==> src/rtl/sid_pkg.sv <==
// shared types and constants for the signed integer divider
`timescale 1ns / 1ps

package sid_pkg;

    // operand and quotient width
    localparam int DIV_WIDTH = 32;

    // cycles from the accepting edge to the edge that takes the result
    localparam int DIV_LATENCY = DIV_WIDTH + 2;

    // special operand and result codes
    localparam logic [DIV_WIDTH-1:0] DIV_MOST_NEG = {1'b1, {(DIV_WIDTH-1){1'b0}}};
    localparam logic [DIV_WIDTH-1:0] DIV_MOST_POS = {1'b0, {(DIV_WIDTH-1){1'b1}}};
    localparam logic [DIV_WIDTH-1:0] DIV_ALL_ONES = {DIV_WIDTH{1'b1}};

    // one division request
    typedef struct packed {
        logic signed [DIV_WIDTH-1:0] numerator;
        logic signed [DIV_WIDTH-1:0] denominator;
    } div_in_t;

    // one division result
    typedef struct packed {
        logic signed [DIV_WIDTH-1:0] quotient;
        logic                        zero_divisor;
        logic                        overflowed;
    } div_out_t;

    // side information that rides along the pipeline with each item
    typedef struct packed {
        logic negate;
        logic zero_div;
        logic ovf;
    } div_tag_t;

endpackage

==> src/rtl/signed_integer_divider_top.sv <==
// pipelined signed integer divider, quotient truncated toward zero
`timescale 1ns / 1ps

// Signed integer divider. A division is taken on every rising edge where start
// is high and busy is low; busy stays low, so a new division may be issued in
// every cycle. Each result appears on result for one cycle with done high,
// after the division has passed through the pipeline: one stage forms the
// operand magnitudes, DIV_WIDTH stages each resolve one quotient bit with a
// single subtract and compare, and one stage restores the sign and
// applies the special cases. The receiver cannot hold results off, so it must
// take done whenever it shows. A zero divisor gives -1 with zero_divisor set;
// the most negative value divided by -1 gives the largest positive value with
// overflowed set.
module signed_integer_divider_top (
    input  logic             clk,
    input  logic             rst_n,
    input  logic             start,
    output logic             busy,
    input  sid_pkg::div_in_t operands,
    output logic             done,
    output sid_pkg::div_out_t result
);

    import sid_pkg::*;

    localparam int W = DIV_WIDTH;

    // pipeline registers, index 0 holds magnitudes, index W the unsigned quotient magnitude
    logic             valid_reg [W+1];
    logic [W-1:0]     rem_reg   [W+1];
    logic [W-1:0]     quo_reg   [W+1];
    logic [W-1:0]     dvs_reg   [W+1];
    div_tag_t         tag_reg   [W+1];

    logic             valid_next [W+1];
    logic [W-1:0]     rem_next   [W+1];
    logic [W-1:0]     quo_next   [W+1];
    logic [W-1:0]     dvs_next   [W+1];
    div_tag_t         tag_next   [W+1];

    logic             done_reg;
    logic             done_next;
    div_out_t         result_reg;
    div_out_t         result_next;

    logic             accept;
    logic [W-1:0]     num_u;
    logic [W-1:0]     den_u;
    logic             num_neg;
    logic             den_neg;
    logic [W:0]       trial [W];
    logic [W-1:0]     q_mag;

    // the pipeline never stalls
    assign busy   = 1'b0;
    assign accept = start && !busy;

    // input stage and the quotient stages
    always_comb
    begin
        // magnitudes and special cases
        num_u   = operands.numerator;
        den_u   = operands.denominator;
        num_neg = num_u[W-1];
        den_neg = den_u[W-1];

        valid_next[0]        = accept;
        rem_next[0]          = '0;
        quo_next[0]          = num_neg ? (~num_u + 1'b1) : num_u;
        dvs_next[0]          = den_neg ? (~den_u + 1'b1) : den_u;
        tag_next[0].negate   = num_neg ^ den_neg;
        tag_next[0].zero_div = (den_u == '0);
        tag_next[0].ovf      = (num_u == DIV_MOST_NEG) && (den_u == DIV_ALL_ONES);

        // one restoring step per stage: shift in a dividend bit, try the subtract
        for (int k = 0; k < W; k++) begin
            trial[k] = {rem_reg[k], quo_reg[k][W-1]} - {1'b0, dvs_reg[k]};
            if (!trial[k][W]) begin
                rem_next[k+1] = trial[k][W-1:0];
                quo_next[k+1] = {quo_reg[k][W-2:0], 1'b1};
            end
            else begin
                rem_next[k+1] = {rem_reg[k][W-2:0], quo_reg[k][W-1]};
                quo_next[k+1] = {quo_reg[k][W-2:0], 1'b0};
            end
            valid_next[k+1] = valid_reg[k];
            dvs_next[k+1]   = dvs_reg[k];
            tag_next[k+1]   = tag_reg[k];
        end
    end

    // output stage: sign restore and special cases
    always_comb
    begin
        q_mag       = quo_reg[W];
        done_next   = valid_reg[W];
        result_next.zero_divisor = tag_reg[W].zero_div;
        result_next.overflowed   = tag_reg[W].ovf && !tag_reg[W].zero_div;
        if (tag_reg[W].zero_div) begin
            result_next.quotient = DIV_ALL_ONES;
        end
        else if (tag_reg[W].ovf) begin
            result_next.quotient = DIV_MOST_POS;
        end
        else if (tag_reg[W].negate) begin
            result_next.quotient = ~q_mag + 1'b1;
        end
        else begin
            result_next.quotient = q_mag;
        end
    end

    // valid bits
    always_ff @(posedge clk or negedge rst_n)
    begin
        if (!rst_n) begin
            for (int k = 0; k <= W; k++) begin
                valid_reg[k] <= 1'b0;
            end
            done_reg <= 1'b0;
        end
        else begin
            for (int k = 0; k <= W; k++) begin
                valid_reg[k] <= valid_next[k];
            end
            done_reg <= done_next;
        end
    end

    // payload registers
    always_ff @(posedge clk)
    begin
        for (int k = 0; k <= W; k++) begin
            rem_reg[k] <= rem_next[k];
            quo_reg[k] <= quo_next[k];
            dvs_reg[k] <= dvs_next[k];
            tag_reg[k] <= tag_next[k];
        end
        result_reg <= result_next;
    end

    assign done   = done_reg;
    assign result = result_reg;

endmodule

==> config.mk <==
export PLATFORM = sky130hd
export DESIGN_NAME = signed_integer_divider_top
export DESIGN_NICKNAME = d
export VERILOG_FILES = /design/src/rtl/sid_pkg.sv /design/src/rtl/signed_integer_divider_top.sv
export SDC_FILE = /design/constraint.sdc
export NUM_CORES = 2
export LEC_CHECK = 0
export BUFFER_PORTS_ARGS = -buffer_cell sky130_fd_sc_hd__buf_2
export CORE_AREA = 2 2 511 513
export CTS_BUF_LIST = sky130_fd_sc_hd__clkbuf_4 sky130_fd_sc_hd__clkbuf_8
export DETAILED_ROUTE_END_ITERATION = 7
export DIE_AREA = 0 0 513 515
export PLACE_DENSITY = 0.68
export RECOVER_POWER = 100
export SETUP_SLACK_MARGIN = 0.02
export SKIP_CTS_REPAIR_TIMING = 1
export SLEW_MARGIN = 5
export SYNTH_ARGS = -nofsm -noshare
export SYNTH_HDL_FRONTEND = slang
export SYNTH_SLANG_ARGS = --single-unit
==> constraint.sdc <==
create_clock -name clk -period 3.5 [get_ports clk]
set_input_delay 0.35 -clock clk [delete_from_list [all_inputs] [get_ports clk]]
set_output_delay 0.35 -clock clk [all_outputs]
set_load 0.02 [all_outputs]
### Word-level counts from Yosys, hierarchy flattened

Memories as Yosys holds them, arrays and structs flattened.
Index checks and enable logic that the tools add are counted.
Widths: inputs -> output; s select.

* divide/modulo/power cells: 0
* multipliers: 0
* muxes and demuxes: 68
* order comparisons: 0
* equal/unequal tests: 2
* bitwise operators: 4
* reduce and logical (&&, ||, !) cells: 5
* add/subtract/negate cells: 35
* shift operators: 0

Operators by type and width (number)
* $mux 32: 36
* $sub 33x32->33: 32
* $add 32x1->32 const B: 3
* $not 32->32: 3
* $eq 32x32->1 const B: 2
* $logic_not 32->1: 1
* $mux 1: 32
* $logic_and 1x1->1: 2
* $reduce_or 2->1: 1
* $logic_not 1->1: 1
* $xor 1x1->1: 1

* memories: 4
* flip-flop bits (word level): 68
* memory bits (writable): 3267
* latch bits: 0
* ROM bits: 0
* output and inout port bits: 36
* bits of input ports: 67

Memories
* dvs_reg: depth 33, width 32, read ports 32, clocked after memory_dff 0, write ports 33, line signed_integer_divider_top.sv:32 `logic [W-1:0] dvs_reg [W+1];`
* quo_reg: depth 33, width 32, read ports 33, clocked after memory_dff 0, write ports 33, line signed_integer_divider_top.sv:31 `logic [W-1:0] quo_reg [W+1];`
* rem_reg: depth 33, width 32, read ports 32, clocked after memory_dff 0, write ports 33, line signed_integer_divider_top.sv:30 `logic [W-1:0] rem_reg [W+1];`
* tag_reg: depth 33, width 3, read ports 33, clocked after memory_dff 0, write ports 33, line signed_integer_divider_top.sv:33 `div_tag_t tag_reg [W+1];`

### Longest topological paths before layout

An unclocked memory read counts as a cell.

* depth after elaboration: 5
* gate-level depth with buffers: 16

### Least setup slack after synthesis

OpenSTA, ideal clock, no wires.

* kind: register -> register
* start point: memory quo_reg[0][159] in the netlist's numbering
* end point: memory rem_reg[0][185] in the netlist's numbering
* stages on the path, launching flop included: 16
* buffers on the path: 1
* slack: -0.147 ns
* data required time: 3.377 ns
* data arrival time: 3.524 ns
* cells stage by stage: dfxtp_1 inv_1 ha_1 fa_1 nand2b_1 a21boi_1 o21ai_1 a221oi_1 a221oi_1 a311o_1 o2111ai_1 a31o_1 a21oi_1 xnor2_2 buf_2 mux2_1

RTL lines (line)
* start, declared: signed_integer_divider_top.sv:31
* end, declared: signed_integer_divider_top.sv:30

==> flow_metrics.py <==
metrics = {
    "routing": {
        "wl_per_cell_um": 17.5,
        "first_pass_iters": 6,
        "drcViolationCount": 0,
        "ant_nets": 0,
        "dr.first_iter.drc_count": 4902,
        "routed_wl_um": 311000,
        "drt-vias-per-instance": 5.21,
        "vias": 92300,
    },
    "run": {
        "maxCapViolCount": 1,
    },
    "setup_path": {
        "r2r_start": "dvs_reg[0][384]",
        "cp-start-kind": "flip-flop",
        "cp-startpoint": "dvs_reg[0][384]",
        "required_ps": 4470,
        "end_kind": "flip-flop",
        "critPathKind": "reg -> reg",
        "worstPathArrival_ps": 4780,
        "cp_max_fo": 13,
    },
    "power_and_ir_drop": {
        "p_seq_share_pct": 28.6,
        "power_density_nw_per_um2": 1220,
        "leakage_nw": 75.1,
        "p_int_mw": 125,
        "clkPwrFrac_pct": 17.5,
        "combinationalPowerShare_pct": 53.8,
        "power.switching_mw": 70.7,
        "irDropWorstVdd_v": 0.000741,
        "p_sw_share_pct": 36.1,
    },
    "logic_synthesis": {
        "async_reset_ff_share_pct": 1.05,
        "syn_area_per_cell_um2": 10.6,
        "synthesis.area_um2": 129000,
        "synth_area_leaders": "dfxtp_1 50%, ha_1 9.7%, xnor2_1 4.2%",
        "synthDistinctLibCells": 100,
        "ys_seq_elements": 3239,
        "yosysSeqAreaShare_pct": 50.4,
        "synth_edf_count": 0,
        "synth_top_area_share_pct": 49.7,
        "yosys.area.top_type": "dfxtp_1",
        "synth_cells": 12200,
        "synth-main-ff-cell": "dfxtp_1",
        "synth_warnings": 0,
    },
    "floorplan": {
        "start_util_pct": 49.9,
        "coreArea_um2": 259000,
        "rows": 187,
        "boundaryPins": 103,
        "fp.dieArea_um2": 264000,
        "die_w_um": 513,
        "die_h_um": 515,
    },
    "clock_network": {
        "cts_root_buffer": "clkbuf_8",
        "cts_tree": "done",
        "clk_pin_slew_ps": 60,
        "clockBufferDepth": 4,
        "htreeDepth": 6,
        "clock_latency_ps": 1140,
        "cts_buffers": 528,
        "cts.sinks": 3239,
    },
    "place": {
        "dp_hpwl_um": 219000,
        "pre_cts_ws_ps": -537,
        "placement.io_buffers": 101,
        "place_area_um2": 141000,
        "placed_cells": 16400,
        "gp_congestion": 0.923,
    },
    "grt": {
        "grt_pass1_vias": 90900,
        "met1_usage_pct": 26.5,
        "grt_max_degree": 66,
        "grt_util_met2_pct": 35.8,
        "antenna_found_initial": 8,
        "grt_busiest_layer": "met2",
        "grt_pass1_wl_um": 459000,
        "grt_use_met3_pct": 2.98,
        "track_usage_pct": 21.0,
        "grt_overflow_total": 0,
    },
    "outcome": {
        "violations": "capacitance limit, slew limit, setup timing",
        "status": "finished, violations left",
    },
    "layout": {
        "finalNonFillerCells": 17700,
        "area_growth_pct": 24.1,
        "fill_cells": 20300,
        "drive_above_1_share_pct": 22.6,
        "fin_util_pct": 61.9,
        "final_cell_mix": "3,184 x dfxtp_1, 1,236 x inv_1, 958 x ha_1",
        "nets": 15000,
        "mostFrequentLayoutCell": "dfxtp_1",
        "multi_input_area_um2": 62700,
        "largest_reg_flops": 1056,
        "register_area_um2": 65000,
        "fin_area_um2": 160000,
    },
    "timing": {
        "grt_setup_unrepaired": "yes",
        "setup_violations": 860,
        "finalCritPeriodShare_pct": 109,
        "fmax_mhz": 262,
        "skew_ps": 69.3,
        "hold_viol": 0,
        "setup_slack_ps": -311,
        "slew_headroom_pct": -14.9,
        "period_minus_slack_ps": 3810,
        "finalMaxSlewViolations": 35,
        "worst_pin_slew_ps": 1720,
    },
    "min_path": {
        "hold_start": "operands[27]",
        "min-delay-path-class": "in -> reg",
    },
}
power groups by stage:
stage / combinational (mW) / sequential (mW) / clock [mW]
2_1_floorplan: 62.4 / 53.0 / 0
3_3_place_gp: 82.2 / 56.5 / 0
3_5_place_dp: 84.5 / 56.4 / 0
4_1_cts: 85.3 / 55.8 / 35.2
5_1_grt: 114 / 56.9 / 36.9
6_report: 105 / 56.0 / 34.3
worst paths after layout:
kind                       depth (start not counted)  slack [ps]               to
max in group asynchronous                          4        1620    valid_next[9]
setup / recovery                                  16        -310  rem_reg[0][427]
hold / removal                                     3          80   dvs_reg[0][27]
min in group asynchronous                          4         830   valid_next[30]
hold reg to reg                                    0         270  quo_reg[0][680]
setup reg to reg                                  16        -310  rem_reg[0][427]
critical path, stage by stage (launching register included):
cell and delay [ps]:
dfxtp_1 360, ha_4 160, fa_2 200, nor2b_1 50, o21a_1 210, o21ai_2 190
a211oi_2 110, a311o_1 410, a221o_1 450, a31oi_4 260, o2111ai_2 150, a31oi_1 190
buf_4 160, xnor2_4 130, buf_12 160, clkbuf_16 200, mux2_4 310
cells in the mapped netlist (all sizes together) (60+ instances only):
master  instances
a21o          426
nor3          105
o21bai         92
mux2          814
xor2          297
or3            60
buf            87
nand2         547
nor2b         131
o21ai         527
and3           78
a211oi         82
mux2i          92
clkbuf        114
xnor2         619
ha            997
nor2          495
inv          1262
nand3         160
a31oi         102
nand2b        122
a21oi         726
dfxtp        3205
nand4          92
o21a          183
o31ai          73
metal layers:
layer,wire length [µm],vias up
met3,11900,658
met5,0,-
met2,149000,2116
li1,-,45600
met4,11800,0
met1,138000,43900
final cells by class:
cell class | instances | area share, %
Timing Repair Buffer | 1354 | 7.44
Antenna cell | 33 | 0.0516
Inverter | 1262 | 2.96
Sequential cell | 3239 | 40.6
Multi-Input combinational cell | 7501 | 39.2
Clock inverter | 150 | 0.945
Tap cell | 3402 | 2.66
Clock buffer | 778 | 6.09
through the flow:
step           power [mW]  hold slack [ps]  TNS, ps
2_1_floorplan         115             54.4    -1110
3_3_place_gp          139              310  -232120
3_5_place_dp          141              312  -257730
4_1_cts               176             -858  -294640
5_1_grt               208             35.3  -246220
6_report              196             76.9  -111140
logic make-up (layout without fill, tap and decap cells):
family	after synthesis	count (layout)	share of synthesized area [%]
AOI/OAI and AO/OA	2657	2657	13.5
muxes	906	906	7.90
xor gates and xnor gates	916	916	6.24
buffers and inverters	1463	3544	4.39
and+or+nand+nor	1979	1979	7.43
other	1	49	0.00291
DFF	3239	3239	50.4
adders and majority gates	1027	1027	10.1
No activity file was read; power rests on OpenSTA's default activity.
